$ cat config.mk
export PLATFORM = sky130hd
export DESIGN_NAME = torus_broadcast_forward_select_core
export DESIGN_NICKNAME = d
export VERILOG_FILES = /design/src/rtl/tbfs_pkg.sv /design/src/rtl/torus_broadcast_forward_select_core.sv /design/src/rtl/tbfs_div_stage.sv
export SDC_FILE = /design/constraint.sdc
export NUM_CORES = 1
export LEC_CHECK = 0
export BUFFER_PORTS_ARGS = -buffer_cell sky130_fd_sc_hd__buf_4
export CAP_MARGIN = 30
export CORE_MARGIN = 3
export CORE_UTILIZATION = 55
export CTS_CLUSTER_DIAMETER = 60
export DETAILED_ROUTE_END_ITERATION = 12
export GPL_ROUTABILITY_DRIVEN = 0
export PLACE_DENSITY = 0.8
export SLEW_MARGIN = 0
export SYNTH_ARGS = -nofsm -noshare
export SYNTH_HDL_FRONTEND = slang
export SYNTH_SLANG_ARGS = --single-unit
$ cat constraint.sdc
create_clock -name clk_i -period 12.6 [get_ports clk_i]
set_clock_uncertainty 0.1 [all_clocks]
set_input_delay 3.15 -clock clk_i [delete_from_list [all_inputs] [get_ports clk_i]]
set_output_delay 3.15 -clock clk_i [all_outputs]
set_load 0.05 [all_outputs]
$ cat src/rtl/tbfs_pkg.sv
package tbfs_pkg;

  // Widths of the fixed payload fields.
  localparam int unsigned DATA_W    = 8;
  localparam int unsigned TREE_W    = 2;
  localparam int unsigned CFG_DIM_W = 5;
  localparam int unsigned APB_W     = 32;
  localparam int unsigned ADDR_W    = 4;

  // The row/column split of an 8-bit node number is a restoring divider
  // that retires this many quotient bits in each pipeline stage.
  localparam int unsigned STEPS_PER_STAGE = 2;
  localparam int unsigned DIV_STAGES      = DATA_W / STEPS_PER_STAGE;

  typedef enum logic [TREE_W-1:0] {
    TREE_RIGHT = 2'd0,
    TREE_DOWN  = 2'd1,
    TREE_LEFT  = 2'd2,
    TREE_UP    = 2'd3
  } tree_e;

  typedef enum logic [1:0] {
    REG_COLUMNS = 2'd0,
    REG_ROWS    = 2'd1,
    REG_NODE_ID = 2'd2
  } reg_e;

  typedef struct packed {
    logic  valid;
    tree_e tree;
  } ctl_t;

endpackage

$ cat src/rtl/torus_broadcast_forward_select_core.sv
// A start beat passes the capture stage, the divider stages and the decision register before its result beat.
// Throughput: one start beat per cycle; busy_o is never raised.
// The receiver cannot stall, so results leave on the done_o strobe as made.
// Reset (rst_ni low, asynchronous) empties the pipeline and restores
// columns = 4, rows = 4 and node_id = 0.
module torus_broadcast_forward_select_core #(
  parameter int unsigned MAX_DIM = 16
) (
  input  logic                            clk_i,
  input  logic                            rst_ni,
  // Configuration port.
  input  logic                            psel_i,
  input  logic                            penable_i,
  input  logic                            pwrite_i,
  input  logic [tbfs_pkg::ADDR_W-1:0]     paddr_i,
  input  logic [tbfs_pkg::APB_W-1:0]      pwdata_i,
  output logic [tbfs_pkg::APB_W-1:0]      prdata_o,
  output logic                            pready_o,
  // Packet header beats.
  input  logic                            start_i,
  output logic                            busy_o,
  input  logic [tbfs_pkg::TREE_W-1:0]     tree_sel_i,
  input  logic [tbfs_pkg::DATA_W-1:0]     source_node_i,
  // Forwarding decision beats.
  output logic                            done_o,
  output logic                            fwd_right_o,
  output logic                            fwd_down_o,
  output logic                            fwd_left_o,
  output logic                            fwd_up_o,
  output logic                            deliver_local_o
);
  import tbfs_pkg::*;

  // A clamped dimension runs from 1 to MAX_DIM.
  localparam int unsigned DIM_W = $clog2(MAX_DIM + 1);
  // Capture stage, divider stages, decision register.
  localparam int unsigned LATENCY = DIV_STAGES + 2;

  // ---------------------------------------------------------------------
  // Configuration registers. The user must write them only while the block
  // is idle (not enforced); the pipeline samples them once, at capture.
  // ---------------------------------------------------------------------
  logic [CFG_DIM_W-1:0] columns_q, rows_q;
  logic [DATA_W-1:0]    node_id_q;
  logic                 cfg_write;
  reg_e                 cfg_reg;

  assign pready_o  = 1'b1;
  assign cfg_write = psel_i && penable_i && pwrite_i;
  assign cfg_reg   = reg_e'(paddr_i[3:2]);

  always_ff @(posedge clk_i or negedge rst_ni) begin
    if (!rst_ni) begin
      columns_q <= CFG_DIM_W'(4);
      rows_q    <= CFG_DIM_W'(4);
      node_id_q <= '0;
    end else if (cfg_write) begin
      unique case (cfg_reg)
        REG_COLUMNS: columns_q <= pwdata_i[CFG_DIM_W-1:0];
        REG_ROWS:    rows_q    <= pwdata_i[CFG_DIM_W-1:0];
        REG_NODE_ID: node_id_q <= pwdata_i[DATA_W-1:0];
        default: ;
      endcase
    end
  end

  always_comb begin
    unique case (cfg_reg)
      REG_COLUMNS: prdata_o = APB_W'(columns_q);
      REG_ROWS:    prdata_o = APB_W'(rows_q);
      REG_NODE_ID: prdata_o = APB_W'(node_id_q);
      default:     prdata_o = '0;
    endcase
  end

  // A dimension of zero counts as one, and anything above MAX_DIM as
  // MAX_DIM.
  function automatic logic [DIM_W-1:0] clamp_dim(input logic [CFG_DIM_W-1:0] v);
    begin
      if (v == '0) begin
        clamp_dim = DIM_W'(1);
      end else if (int'(v) > int'(MAX_DIM)) begin
        clamp_dim = DIM_W'(MAX_DIM);
      end else begin
        clamp_dim = DIM_W'(v);
      end
    end
  endfunction

  // ---------------------------------------------------------------------
  // Capture stage. Nothing ever holds the pipeline, so a start beat is
  // taken in every cycle.
  // ---------------------------------------------------------------------
  assign busy_o = 1'b0;

  ctl_t              ctl   [DIV_STAGES+1];
  logic [DIM_W-1:0]  cols  [DIV_STAGES+1];
  logic [DIM_W-1:0]  rows  [DIV_STAGES+1];
  logic [DATA_W-1:0] src_qd  [DIV_STAGES+1];
  logic [DIM_W-1:0]  src_rem [DIV_STAGES+1];
  logic [DATA_W-1:0] node_qd  [DIV_STAGES+1];
  logic [DIM_W-1:0]  node_rem [DIV_STAGES+1];

  logic              cap_valid_q;
  tree_e             cap_tree_q;
  logic [DIM_W-1:0]  cap_cols_q, cap_rows_q;
  logic [DATA_W-1:0] cap_src_q, cap_node_q;

  always_ff @(posedge clk_i or negedge rst_ni) begin
    if (!rst_ni) begin
      cap_valid_q <= 1'b0;
    end else begin
      cap_valid_q <= start_i && !busy_o;
    end
  end

  always_ff @(posedge clk_i) begin
    cap_tree_q <= tree_e'(tree_sel_i);
    cap_cols_q <= clamp_dim(columns_q);
    cap_rows_q <= clamp_dim(rows_q);
    cap_src_q  <= source_node_i;
    cap_node_q <= node_id_q;
  end

  assign ctl[0]      = '{valid: cap_valid_q, tree: cap_tree_q};
  assign cols[0]     = cap_cols_q;
  assign rows[0]     = cap_rows_q;
  assign src_qd[0]   = cap_src_q;
  assign src_rem[0]  = '0;
  assign node_qd[0]  = cap_node_q;
  assign node_rem[0] = '0;

  // ---------------------------------------------------------------------
  // Divider pipeline. Both the source and this node are split into row
  // (quotient) and column (remainder) by the column count, side by side,
  // a couple of quotient bits per stage.
  // ---------------------------------------------------------------------
  for (genvar g = 0; g < DIV_STAGES; g++) begin : g_div
    tbfs_div_stage #(
      .DIM_W (DIM_W)
    ) u_stage (
      .clk_i      (clk_i),
      .rst_ni     (rst_ni),
      .ctl_i      (ctl[g]),
      .cols_i     (cols[g]),
      .rows_i     (rows[g]),
      .src_qd_i   (src_qd[g]),
      .src_rem_i  (src_rem[g]),
      .node_qd_i  (node_qd[g]),
      .node_rem_i (node_rem[g]),
      .ctl_o      (ctl[g+1]),
      .cols_o     (cols[g+1]),
      .rows_o     (rows[g+1]),
      .src_qd_o   (src_qd[g+1]),
      .src_rem_o  (src_rem[g+1]),
      .node_qd_o  (node_qd[g+1]),
      .node_rem_o (node_rem[g+1])
    );
  end

  // ---------------------------------------------------------------------
  // Decision stage. With rows and columns known, the tree rules are a few
  // narrow compares.
  // ---------------------------------------------------------------------
  logic [DIM_W-1:0]  c, r, mc, sc, mr, sr;
  logic [DIM_W-1:0]  rc, lc, dr, ur;
  logic [DIM_W:0]    mc_inc, mr_inc;
  logic              in_range, self_node;
  logic              fr_d, fd_d, fl_d, fu_d;
  tree_e             tree;

  assign c    = cols[DIV_STAGES];
  assign r    = rows[DIV_STAGES];
  assign mc   = node_rem[DIV_STAGES];
  assign sc   = src_rem[DIV_STAGES];
  assign tree = ctl[DIV_STAGES].tree;

  // A node lies inside the torus exactly when its row is below the row
  // count; then the row also fits the narrow dimension width.
  assign in_range = (node_qd[DIV_STAGES] < DATA_W'(r)) &&
                    (src_qd[DIV_STAGES] < DATA_W'(r));
  assign mr = node_qd[DIV_STAGES][DIM_W-1:0];
  assign sr = src_qd[DIV_STAGES][DIM_W-1:0];

  // Cyclic neighbor coordinates.
  assign mc_inc = {1'b0, mc} + 1'b1;
  assign mr_inc = {1'b0, mr} + 1'b1;
  assign rc = (mc_inc == {1'b0, c}) ? '0 : mc_inc[DIM_W-1:0];
  assign dr = (mr_inc == {1'b0, r}) ? '0 : mr_inc[DIM_W-1:0];
  assign lc = (mc == '0) ? c - 1'b1 : mc - 1'b1;
  assign ur = (mr == '0) ? r - 1'b1 : mr - 1'b1;

  assign self_node = (mr == sr) && (mc == sc);

  always_comb begin
    logic near;
    logic wide_c, wide_r;
    near   = 1'b0;
    wide_c = (c > DIM_W'(1));
    wide_r = (r > DIM_W'(1));
    fr_d   = 1'b0;
    fd_d   = 1'b0;
    fl_d   = 1'b0;
    fu_d   = 1'b0;
    if (in_range) begin
      unique case (tree)
        TREE_RIGHT: begin
          // The source column is just right of this node.
          near = (sc == rc) && wide_c;
          if (self_node) begin
            fr_d = wide_c;
          end else if ((mr == sr) || near) begin
            fr_d = !((mr == sr) && (rc == sc));
            fd_d = (dr != sr);
          end else if ((mc != sc) && (dr != sr)) begin
            fd_d = 1'b1;
          end
        end
        TREE_DOWN: begin
          // The source row is just below this node.
          near = (sr == dr) && wide_r;
          if (self_node) begin
            fd_d = wide_r;
          end else if ((mc == sc) || near) begin
            fd_d = !((mc == sc) && (dr == sr));
            fl_d = (lc != sc);
          end else if ((mr != sr) && (lc != sc)) begin
            fl_d = 1'b1;
          end
        end
        TREE_LEFT: begin
          // The source column is just left of this node.
          near = (sc == lc) && wide_c;
          if (self_node) begin
            fl_d = wide_c;
          end else if ((mr == sr) || near) begin
            fl_d = !((mr == sr) && (lc == sc));
            fu_d = (ur != sr);
          end else if ((mc != sc) && (ur != sr)) begin
            fu_d = 1'b1;
          end
        end
        TREE_UP: begin
          // The source row is just above this node.
          near = (sr == ur) && wide_r;
          if (self_node) begin
            fu_d = wide_r;
          end else if ((mc == sc) || near) begin
            fu_d = !((mc == sc) && (ur == sr));
            fr_d = (rc != sc);
          end else if ((mr != sr) && (rc != sc)) begin
            fr_d = 1'b1;
          end
        end
        default: ;
      endcase
    end
  end

  logic done_q;
  logic fr_q, fd_q, fl_q, fu_q;

  always_ff @(posedge clk_i or negedge rst_ni) begin
    if (!rst_ni) begin
      done_q <= 1'b0;
    end else begin
      done_q <= ctl[DIV_STAGES].valid;
    end
  end

  always_ff @(posedge clk_i) begin
    fr_q <= fr_d;
    fd_q <= fd_d;
    fl_q <= fl_d;
    fu_q <= fu_d;
  end

  assign done_o          = done_q;
  assign fwd_right_o     = fr_q;
  assign fwd_down_o      = fd_q;
  assign fwd_left_o      = fl_q;
  assign fwd_up_o        = fu_q;
  // Every packet is consumed here as well.
  assign deliver_local_o = 1'b1;

  // ---------------------------------------------------------------------
  // Assertions.
  // ---------------------------------------------------------------------
  // Every accepted header yields its decision after the fixed latency.
  a_latency: assert property (@(posedge clk_i) disable iff (!rst_ni)
    (start_i && !busy_o) |-> ##LATENCY done_o)
    else $error("forwarding decision missing after pipeline latency");

  // The divider leaves a remainder below the column count.
  a_rem_range: assert property (@(posedge clk_i) disable iff (!rst_ni)
    ctl[DIV_STAGES].valid |-> ((mc < c) && (sc < c)))
    else $error("divider remainder not below column count");

  // No tree ever sends copies both ways along one ring.
  a_no_lr: assert property (@(posedge clk_i) disable iff (!rst_ni)
    done_o |-> !(fwd_left_o && fwd_right_o))
    else $error("copies sent both left and right");

  a_no_ud: assert property (@(posedge clk_i) disable iff (!rst_ni)
    done_o |-> !(fwd_up_o && fwd_down_o))
    else $error("copies sent both up and down");

  // A node outside the torus forwards nothing.
  a_out_of_range: assert property (@(posedge clk_i) disable iff (!rst_ni)
    (ctl[DIV_STAGES].valid && !in_range) |=>
      !(fwd_right_o || fwd_down_o || fwd_left_o || fwd_up_o))
    else $error("forwarding from a node outside the torus");

endmodule

$ cat src/rtl/tbfs_div_stage.sv
module tbfs_div_stage #(
  parameter int unsigned DIM_W = 5
) (
  input  logic                          clk_i,
  input  logic                          rst_ni,
  input  tbfs_pkg::ctl_t                ctl_i,
  input  logic [DIM_W-1:0]              cols_i,
  input  logic [DIM_W-1:0]              rows_i,
  input  logic [tbfs_pkg::DATA_W-1:0]   src_qd_i,
  input  logic [DIM_W-1:0]              src_rem_i,
  input  logic [tbfs_pkg::DATA_W-1:0]   node_qd_i,
  input  logic [DIM_W-1:0]              node_rem_i,
  output tbfs_pkg::ctl_t                ctl_o,
  output logic [DIM_W-1:0]              cols_o,
  output logic [DIM_W-1:0]              rows_o,
  output logic [tbfs_pkg::DATA_W-1:0]   src_qd_o,
  output logic [DIM_W-1:0]              src_rem_o,
  output logic [tbfs_pkg::DATA_W-1:0]   node_qd_o,
  output logic [DIM_W-1:0]              node_rem_o
);
  import tbfs_pkg::*;

  // The qd word holds the dividend bits still to be consumed at the top and
  // the quotient bits already produced at the bottom.
  function automatic logic [DIM_W+DATA_W-1:0] div_step(
    input logic [DIM_W-1:0]  rem,
    input logic [DATA_W-1:0] qd,
    input logic [DIM_W-1:0]  divisor
  );
    logic [DIM_W:0]   trial;
    logic [DIM_W:0]   diff;
    logic             fits;
    logic [DIM_W-1:0] rem_n;
    begin
      trial = {rem, qd[DATA_W-1]};
      diff  = trial - {1'b0, divisor};
      fits  = (trial >= {1'b0, divisor});
      rem_n = fits ? diff[DIM_W-1:0] : trial[DIM_W-1:0];
      div_step = {rem_n, qd[DATA_W-2:0], fits};
    end
  endfunction

  logic [DIM_W-1:0]  src_rem_d, node_rem_d;
  logic [DATA_W-1:0] src_qd_d, node_qd_d;

  always_comb begin
    logic [DIM_W+DATA_W-1:0] s;
    logic [DIM_W+DATA_W-1:0] n;
    s = {src_rem_i, src_qd_i};
    n = {node_rem_i, node_qd_i};
    for (int k = 0; k < STEPS_PER_STAGE; k++) begin
      s = div_step(s[DIM_W+DATA_W-1:DATA_W], s[DATA_W-1:0], cols_i);
      n = div_step(n[DIM_W+DATA_W-1:DATA_W], n[DATA_W-1:0], cols_i);
    end
    src_rem_d  = s[DIM_W+DATA_W-1:DATA_W];
    src_qd_d   = s[DATA_W-1:0];
    node_rem_d = n[DIM_W+DATA_W-1:DATA_W];
    node_qd_d  = n[DATA_W-1:0];
  end

  logic [DIM_W-1:0]  cols_q, rows_q, src_rem_q, node_rem_q;
  logic [DATA_W-1:0] src_qd_q, node_qd_q;
  tree_e             tree_q;
  logic              valid_q;

  always_ff @(posedge clk_i or negedge rst_ni) begin
    if (!rst_ni) begin
      valid_q <= 1'b0;
    end else begin
      valid_q <= ctl_i.valid;
    end
  end

  always_ff @(posedge clk_i) begin
    tree_q     <= ctl_i.tree;
    cols_q     <= cols_i;
    rows_q     <= rows_i;
    src_qd_q   <= src_qd_d;
    src_rem_q  <= src_rem_d;
    node_qd_q  <= node_qd_d;
    node_rem_q <= node_rem_d;
  end

  assign ctl_o      = '{valid: valid_q, tree: tree_q};
  assign cols_o     = cols_q;
  assign rows_o     = rows_q;
  assign src_qd_o   = src_qd_q;
  assign src_rem_o  = src_rem_q;
  assign node_qd_o  = node_qd_q;
  assign node_rem_o = node_rem_q;

endmodule
==> results.toml, run 1 <==
[logic_synthesis]
ys_types = 72
ys_seq_elements = 208
syn_area_um2 = 10100
yosysTopAreaCell = "dfxtp_1"
ys_seq_area_share_pct = 42.4
synth_ff_type = "dfxtp_1"
synthCells = 992
synthTopCellsByArea = "dfxtp_1 (36%), ha_1 (12%), dfrtp_1 (5.4%), xnor2_1 (4.2%), mux2_2 (3.6%)"
yosys-top-cells-count = "dfxtp_1 (184), ha_1 (101), inv_1 (85)"
avgSynthCellArea_um2 = 10.2
async_flop_share_pct = 11.5
synth_edf_count = 0
synth_most_common_cell = "dfxtp_1"
synth_top_area_share_pct = 36.4
synth_warnings = 0

[setup_path]
end_kind = "output pin"
crit_path_max_fanout = 9
cp_data_arrival_time_ns = 4.13
timing.rr.start = "g_div[2].u_stage.cols_o[0]"
cp.required_ns = 9.35
crit_type = "primary input to output pin"
critPathLaunchType = "primary input"
reg2reg_to = "g_div[3].u_stage.node_rem_o[1]"
rr_worst_depth = 14
reg2reg_slack_ns = 8.02

[timing]
timing.fmax_mhz = 135
timing.final.crit_period_ns = 7.38
grt_setup_unrepaired = "false"
fin_tns_setup_ns = 0
relSlewSlack_pct = 45.3
report.final.setup_viol = 0
report.final.hold_viol_count = 0
tightest_slew_ns = 0.813
finalCritPeriodShare_pct = 58.6
drv_slew = 0

[floorplan]
io_pins = 92
die_h_um = 142
dieArea_um2 = 20100
die_w_um = 142
core.rowCount = 48
core_area_um2 = 17700
initial_utilization_pct = 57.3

[cts]
cts_tree = "built"
ctsHtreeMaxLevel = 1
cts_root_buffer = "clkbuf_16"
cts_hold_buf = 0
post_cts_buffers = 0
ctsResizeCount = 0
clk_pin_slew_ns = 0.05
cts_buffers = 21
worstSkewPairLatency_ns = 0.49
cts_buffer_depth = 3
cts_sinks = 208

[run]
max-cap-violations = 0

[route]
wl_per_cell_um = 14.3
drt_iter0_markers = 324
routed_wl_mm = 18.3
drt-pass1-iter-count = 5
drtAntennaViolNets = 0
vias_per_cell = 5.37
vias = 6859
drc = 0

[place]
placed_cell_area_um2 = 10500
place_hpwl_mm = 13.8
io_buffers = 38

[outcome]
status = "complete, no violations"

[global_route]
gr-usage-met3_pct = 2.83
met2_usage_pct = 33.2
grt_pass1_wl_mm = 31.3
antenna_found_initial = 0
grt.overflow.total = 0
grt_max_degree = 25
groute.usage.overall_pct = 18.5
gr-max-usage-layer = "met2"
grtUsageMet1_pct = 22.7
grt_pass1_vias = 6759

[cells_and_area]
drive_gt1_share_pct = 11.0
multi_input_area_um2 = 5340
num-fill-cells = 1473
num-nets-final = 1207
syn_to_final_growth_pct = 10.4
antenna_cells = 0
final_area_um2 = 11200
utilization_pct = 63.3
regArea_um2 = 4290

[hold_path]
hold_depth = 0
hold_path_class = "flop to flop"
worstHoldStart = "cap_node_q[4]"
holdPathEnd = "g_div[0].u_stage.node_qd_o[6]"
[cells by family (layout without fill, tap and decap cells)]
kind of cell,count (synthesis),count (layout),share of synthesized area [%]
mux,54,54,5.79
buf+inv,127,162,5.81
xor+xnor,86,86,7.67
flops,208,208,42.4
simple gates,210,210,10.8
fa+ha+maj,115,115,15.3
other cells,2,27,0.0742
compound gates,190,190,12.3
[cell usage in the layout (no fill, tap or decap), types with 4 or more instances in the layout]
| cell | count |
|---|---|
| nand4_1 | 9 |
| nand2_1 | 68 |
| a211oi_1 | 5 |
| conb_1 | 27 |
| o21ai_0 | 50 |
| nor2b_1 | 5 |
| nor4_1 | 4 |
| nor3_1 | 16 |
| inv_1 | 85 |
| nand3_1 | 16 |
| mux2_1 | 4 |
| mux2i_1 | 18 |
| nor3b_1 | 4 |
| a21oi_1 | 43 |
| a311oi_1 | 4 |
| xor2_1 | 36 |
| xnor2_1 | 48 |
| buf_4 | 38 |
| clkbuf_16 | 21 |
| dfrtp_1 | 22 |
| a21o_1 | 37 |
| o21ai_1 | 7 |
| fa_1 | 14 |
| ha_1 | 101 |
| and3_1 | 6 |
| nand2b_1 | 8 |
| dfxtp_1 | 184 |
| clkbuf_1 | 4 |
| mux2_2 | 32 |
| and2_1 | 20 |
| nor2_1 | 38 |
| a211o_1 | 4 |
[stage by stage]
step / setup WS [ns] / std cells / hold WS, ns
floorplan: 4.66 / 1017 / 0.210
global placement: 5.23 / 1240 / 0.210
detailed placement: 5.24 / 1241 / 0.212
CTS: 5.23 / 1276 / 0.226
global route: 5.05 / 1277 / 0.230
finish: 5.22 / 1277 / 0.224
[worst max-delay path by stage]
stage	from	to	slack, ns	cells after the start
global placement	paddr_i[2]	prdata_o[2]	5.23	5
global route	paddr_i[2]	prdata_o[4]	5.05	5
detailed placement	paddr_i[2]	prdata_o[4]	5.24	5
CTS	paddr_i[2]	prdata_o[4]	5.23	5
finish	paddr_i[2]	prdata_o[4]	5.22	5
floorplan	paddr_i[2]	prdata_o[0]	4.66	3
[per-layer routing]
layer  up-vias  wire length (um)  part of all wire (%)
li1       3482                 -                     -
met1      3175              7790                    43
met2       154              9160                    50
met3        48               826                   4.5
met4         0               495                   2.7
met5         -                 0                     0
[flip-flops by register name, indices dropped and copies added, names as in the netlist, 4 cells and up]
name and flops:
g_div.u_stage.node_rem_o 20, g_div.u_stage.src_qd_o 32, g_div.u_stage.cols_o 20, g_div.u_stage.rows_o 20
g_div.u_stage.node_qd_o 32, columns_q 5, cap_cols_q 5, g_div.u_stage.tree_q 8
node_id_q 8, g_div.u_stage.valid_q 4, cap_src_q 8, g_div.u_stage.src_rem_o 20
cap_node_q 8, cap_rows_q 5, rows_q 5
[worst max-delay path, stage by stage]
cell     delay [ns]
buf_4          0.16
nor2b_1        0.39
nand2_1        0.09
o21ai_0        0.10
buf_4          0.23
[final cells by class]
cell class / instances / area share, %
Clock buffer: 26 / 4.96
Clock inverter: 9 / 0.773
Inverter: 87 / 2.92
Multi-Input combinational cell: 682 / 47.8
Sequential cell: 208 / 38.4
Tap cell: 225 / 2.52
Timing Repair Buffer: 40 / 2.64
Power of run 1 is not shown: default switching activity piles up to over one toggle a cycle in this logic, so the estimate is an artifact.
==> inputs of run 2 (changes only) <==
--- a/config.mk
+++ b/config.mk
@@ -5,14 +5,15 @@
 export SDC_FILE = /design/constraint.sdc
 export NUM_CORES = 1
 export LEC_CHECK = 0
+export ABC_AREA = 1
 export BUFFER_PORTS_ARGS = -buffer_cell sky130_fd_sc_hd__buf_4
 export CAP_MARGIN = 30
 export CORE_MARGIN = 3
-export CORE_UTILIZATION = 55
+export CORE_UTILIZATION = 54
 export CTS_CLUSTER_DIAMETER = 60
 export DETAILED_ROUTE_END_ITERATION = 12
 export GPL_ROUTABILITY_DRIVEN = 0
-export PLACE_DENSITY = 0.8
+export PLACE_DENSITY = 0.81
 export SLEW_MARGIN = 0
 export SYNTH_ARGS = -nofsm -noshare
 export SYNTH_HDL_FRONTEND = slang
==> constraint.sdc (replaced) <==
create_clock -name clk_i -period 6 [get_ports clk_i]
set_clock_uncertainty 0.1 [all_clocks]
set_input_delay 1.5 -clock clk_i [delete_from_list [all_inputs] [get_ports clk_i]]
set_output_delay 1.5 -clock clk_i [all_outputs]
set_load 0.05 [all_outputs]
==> run 2 against run 1 <==
Die area is 1.8% higher. Clock-buffer cell count grew 2. Final cell count grew 17%.
==> results.toml, run 2 <==
[setup_path]
reg2reg_slack_ns = 2.10
crit_type = "primary input to output pin"
cp_data_arrival_time_ns = 2.38
crit_slowest_cell = "nor2_1"
cp.required_ns = 4.40
crit_path_cell_trace = "buf_4 -> nor2_1 -> inv_1 -> o211ai_1 -> buf_4"
rr_worst_depth = 17
critPathLaunchType = "primary input"
path_common_cell = "buf_4"
reg2reg_to = "g_div[1].u_stage.node_rem_o[4]"
slowest_delay_ns = 0.25
end_kind = "output pin"
crit_buf_inv = 3
timing.rr.start = "g_div[0].u_stage.cols_o[0]"
crit_path_max_fanout = 5
critPathTopFamily = "buffers and inverters"

[timing]
fin_tns_setup_ns = 0
setup_ws_ns = 2.02
relSlewSlack_pct = 63.6
tightest_slew_ns = 0.545
report.final.setup_viol = 0
drv_slew = 0
timing.fmax_mhz = 251
grt_setup_unrepaired = "false"
finalCritPeriodShare_pct = 66.3
timing.final.crit_period_ns = 3.98
report.final.hold_viol_count = 0

[route]
drt-pass1-iter-count = 5
vias_per_cell = 5.12
vias = 7654
drtAntennaViolNets = 0
drt_iter0_markers = 441
drc = 0
routed_wl_mm = 18.8
wl_per_cell_um = 12.6

[hold_path]
hold_path_class = "flop to flop"
holdPathEnd = "g_div[1].u_stage.src_qd_o[5]"
hold_depth = 0
worstHoldStart = "g_div[0].u_stage.src_qd_o[3]"

[floorplan]
die_w_um = 143
initial_utilization_pct = 55.6
core.rowCount = 49
io_pins = 92
dieArea_um2 = 20400
die_h_um = 143
core_area_um2 = 18200

[run]
max-cap-violations = 0

[cells_and_area]
antenna_cells = 0
num-nets-final = 1417
layout.cells.most_common_list = "nand2_1 (291), dfxtp_1 (184), inv_1 (142)"
final_cells = 1495
syn_to_final_growth_pct = 11.7
drive_gt1_share_pct = 9.00
utilization_pct = 62.1
layout_commonest_cell = "nand2_1"

[logic_synthesis]
async_flop_share_pct = 11.5
ys_seq_elements = 208
synth_edf_count = 0
synth_warnings = 0
synth_ff_type = "dfxtp_1"
synthTopCellsByArea = "dfxtp_1 (36%), ha_1 (12%), nand2_1 (11%), dfrtp_1 (5.4%), inv_1 (5.3%)"
synth_most_common_cell = "nand2_1"
ys_types = 49
yosys-top-cells-count = "nand2_1 (291), dfxtp_1 (184), inv_1 (142)"
avgSynthCellArea_um2 = 8.47
synth_top_area_share_pct = 36.4
ys_seq_area_share_pct = 42.3
synthCells = 1195
syn_area_um2 = 10100
yosysTopAreaCell = "dfxtp_1"

[cts]
ctsHtreeMaxLevel = 1
worstSkewPairLatency_ns = 0.51
clk_pin_slew_ns = 0.06
cts_sinks = 208
cts_hold_buf = 0
cts_buffer_depth = 3
cts_buffers = 22
cts_tree = "built"
ctsResizeCount = 0
cts_root_buffer = "clkbuf_16"
post_cts_buffers = 0

[place]
place_inst = 1455
place_hpwl_mm = 14.5
io_buffers = 38
place_ws_ns = 2.03

[global_route]
gr-max-usage-layer = "met2"
antenna_found_initial = 0
groute.usage.overall_pct = 18.6
grt_max_degree = 25
grtUsageMet1_pct = 21.3
grt.overflow.total = 0
met2_usage_pct = 34.2
grt_pass1_wl_mm = 31.8
grt_pass1_vias = 7273
gr-usage-met3_pct = 3.32

[outcome]
status = "complete, no violations"
[run 2: logic make-up after synthesis]
family / after synthesis / share of synthesized area (%)
fa+ha+maj: 115 / 15.2
mux: 1 / 0.111
compound gates: 160 / 8.74
simple gates: 470 / 20.4
xor+xnor: 61 / 5.28
buf+inv: 178 / 7.85
other cells: 2 / 0.0742
flops: 208 / 42.3
[run 2: worst max path at each step]
stage,startpoint,endpoint,slack [ns],cells past startpoint
after floorplan,paddr_i[2],prdata_o[0],1.80,4
after global placement,paddr_i[3],prdata_o[0],2.02,5
after detailed placement,paddr_i[3],prdata_o[0],2.03,5
after CTS,paddr_i[3],prdata_o[0],2.01,5
after global routing,g_div[2].u_stage.cols_o[1],g_div[3].u_stage.node_rem_o[2],1.82,17
final,paddr_i[3],prdata_o[0],2.02,5
[run 2: cell type report]
class	count	area (um^2)
multi-input combinational	834	5140
sequential	208	4290
tap	229	287
clock buffer	28	636
clock inverter	12	126
fill	1503	6900
inverter	146	551
timing repair buffer	38	285
[run 2: through the flow]
stage / instance area, um^2 / hold slack (ns)
after global placement: 10500 / 0.210
after CTS: 11300 / 0.224
final: 11300 / 0.222
after detailed placement: 10500 / 0.212
after floorplan: 10200 / 0.210
after global routing: 11300 / 0.228
[run 2: metal layers]
metal | routed length, um | up-vias
li1 | - | 3937
met1 | 7640 | 3460
met2 | 9450 | 199
met3 | 958 | 58
met4 | 723 | 0
met5 | 0 | -
[run 2: worst register-to-register path, delay by kind of cell, from the launching register on]
| family | cells | cell delay [ns] |
|---|---|---|
| adder cells (fa/ha/maj) | 3 | 1.10 |
| AO/OA/AOI/OAI | 5 | 1.07 |
| AND/OR/NAND/NOR | 7 | 0.75 |
| flip-flops | 1 | 0.49 |
| buffers and inverters | 2 | 0.28 |
Power of run 2 is left out for the same reason.
==> inputs of run 3 (changes only) <==
==> constraint.sdc (replaced) <==
create_clock -name clk_i -period 3.47 [get_ports clk_i]
set_clock_uncertainty 0.1 [all_clocks]
set_input_delay 0.8675 -clock clk_i [delete_from_list [all_inputs] [get_ports clk_i]]
set_output_delay 0.8675 -clock clk_i [all_outputs]
set_load 0.05 [all_outputs]
==> run 3 against run 2 <==
Global-route usage is 1.4 points higher. Critical endpoint is now g_div[3].u_stage.src_rem_o[1]. Critical path type is now flop to flop. Sequential share of layout area decreased by 2.1 points. First-iteration DRC count up 18%. Largest cell class unchanged. Routed wire length rose by 15%. Highest routed layer unchanged.
==> results.toml, run 3 (synthesized netlist as in run 2, its figures left out) <==
[run]
max-cap-violations = 0

[global_route]
grt.overflow.total = 0
grt_pass1_vias = 7689
grt_max_degree = 25
groute.usage.overall_pct = 19.9
grt_pass1_wl_mm = 33.9
antenna_found_initial = 0

[hold_path]
hold_path_class = "primary input to async pin"

[setup_path]
crit_type = "flop to flop"
critPathTopFamily = "simple AND/OR/NAND/NOR gates"
crit_path_max_fanout = 5
cp_data_arrival_time_ns = 3.67
critPathLaunchType = "flop"
crit_slowest_cell = "dfxtp_2"
end_kind = "flop"
crit_buf_inv = 4
crit_path_cell_trace = "inv_4 -> ha_2 -> nand2_1 -> nor2_1 -> a311oi_2 -> nand2_2 -> inv_2 -> nand2_1 -> nand2_1 -> ha_4 -> nand2_1 -> inv_1 -> a221oi_4 -> nand2_1 -> a21oi_2 -> nand3_4 -> buf_4 -> nand2_1 -> nand2_1"
path_common_cell = "nand2_1"
cp.required_ns = 3.78
slowest_delay_ns = 0.34

[route]
wl_per_cell_um = 14.0
vias_per_cell = 5.23
top_layer = "met4"
met1_length_mm = 8.22
drt_iter0_markers = 522
routed_wl_mm = 21.6
vias = 8086
drc = 0
drtAntennaViolNets = 0
dr_wl_met3_mm = 1.02
wl_met2_mm = 11.1
drt-pass1-iter-count = 7

[timing]
timing.fmax_mhz = 298
relSlewSlack_pct = 62.6
finalCritPeriodShare_pct = 96.8
report.final.setup_viol = 0
tightest_slew_ns = 0.554
timing.final.crit_period_ns = 3.36
report.final.hold_viol_count = 0
grt_setup_unrepaired = "true"
drv_slew = 0

[floorplan]
io_pins = 92
die_w_um = 143
initial_utilization_pct = 55.6
core_area_um2 = 18200
dieArea_um2 = 20400
die_h_um = 143
core.rowCount = 49

[place]
place_hpwl_mm = 15.0
io_buffers = 38

[cells_and_area]
num-nets-final = 1469
utilization_pct = 65.8
num-fill-cells = 1382
antenna_cells = 0
drive_gt1_share_pct = 17.1
layout_commonest_cell = "nand2_1"
layout.cells.most_common_list = "nand2_1 (285), dfxtp_1 (179), inv_1 (128)"
syn_to_final_growth_pct = 18.4

[cts]
cts_buffers = 22
worstSkewPairLatency_ns = 0.52
clk_pin_slew_ns = 0.06
cts_buffer_depth = 3
cts_tree = "built"
cts_hold_buf = 0
cts_root_buffer = "clkbuf_16"
cts_sinks = 208
ctsHtreeMaxLevel = 1

[outcome]
status = "complete, no violations"
==> run 3: what timing repair did <==
action	CTS	global route
gates cloned	0	4
pin swaps	2	19
resized for setup	11	74
setup buffers	5	10
endpoints found under the setup margin	20	35
==> run 3: cell type report <==
cell class              instances  area [um^2]  share of cell area (%)
clock buffers                  32          608                    5.07
well taps                     229          287                    2.39
multi-input cells             834         5390                    45.0
inverters                     146          563                    4.70
repair buffers                 86          662                    5.52
clock inverters                 8          150                    1.25
repair inverters                4         27.5                   0.230
flip-flops and latches        208         4290                    35.8
==> run 3: per-layer routing <==
layer | up-vias | global-route usage [%]
met5 | - | 0
met4 | 0 | 9.85
met3 | 99 | 3.22
met2 | 256 | 36.9
met1 | 3700 | 22.0
li1 | 4031 | -
==> run 3: metrics by stage <==
step	worst slack (ns)	hold WS (ns)	instance area [um^2]	TNS, ns	instances
finish	0.112	0.132	12000	0	1547
global route	-0.0918	0.135	12000	-0.735	1547
CTS	0.00902	0.132	11600	0	1533
detailed placement	-0.00989	0.212	10800	-0.0184	1488
global placement	0.0609	0.210	10800	0	1488
floorplan	0.294	0.210	10200	0	1220
==> run 3: path summary, 6_finish.rpt <==
check	startpoint	end	slack (ns)	depth (start not counted)
max	g_div[2].u_stage.cols_o[2]	g_div[3].u_stage.src_rem_o[1]	0.11	19
max reg2reg	g_div[2].u_stage.cols_o[2]	g_div[3].u_stage.src_rem_o[1]	0.11	19
min in group clk_i	cap_tree_q[0]	g_div[0].u_stage.tree_q[0]	0.22	0
max in group asynchronous	rst_ni	rows_q[2]	2.85	1
min	rst_ni	node_id_q[5]	0.13	1
min reg2reg	cap_tree_q[0]	g_div[0].u_stage.tree_q[0]	0.22	0
Power of run 3 is left out for the same reason.
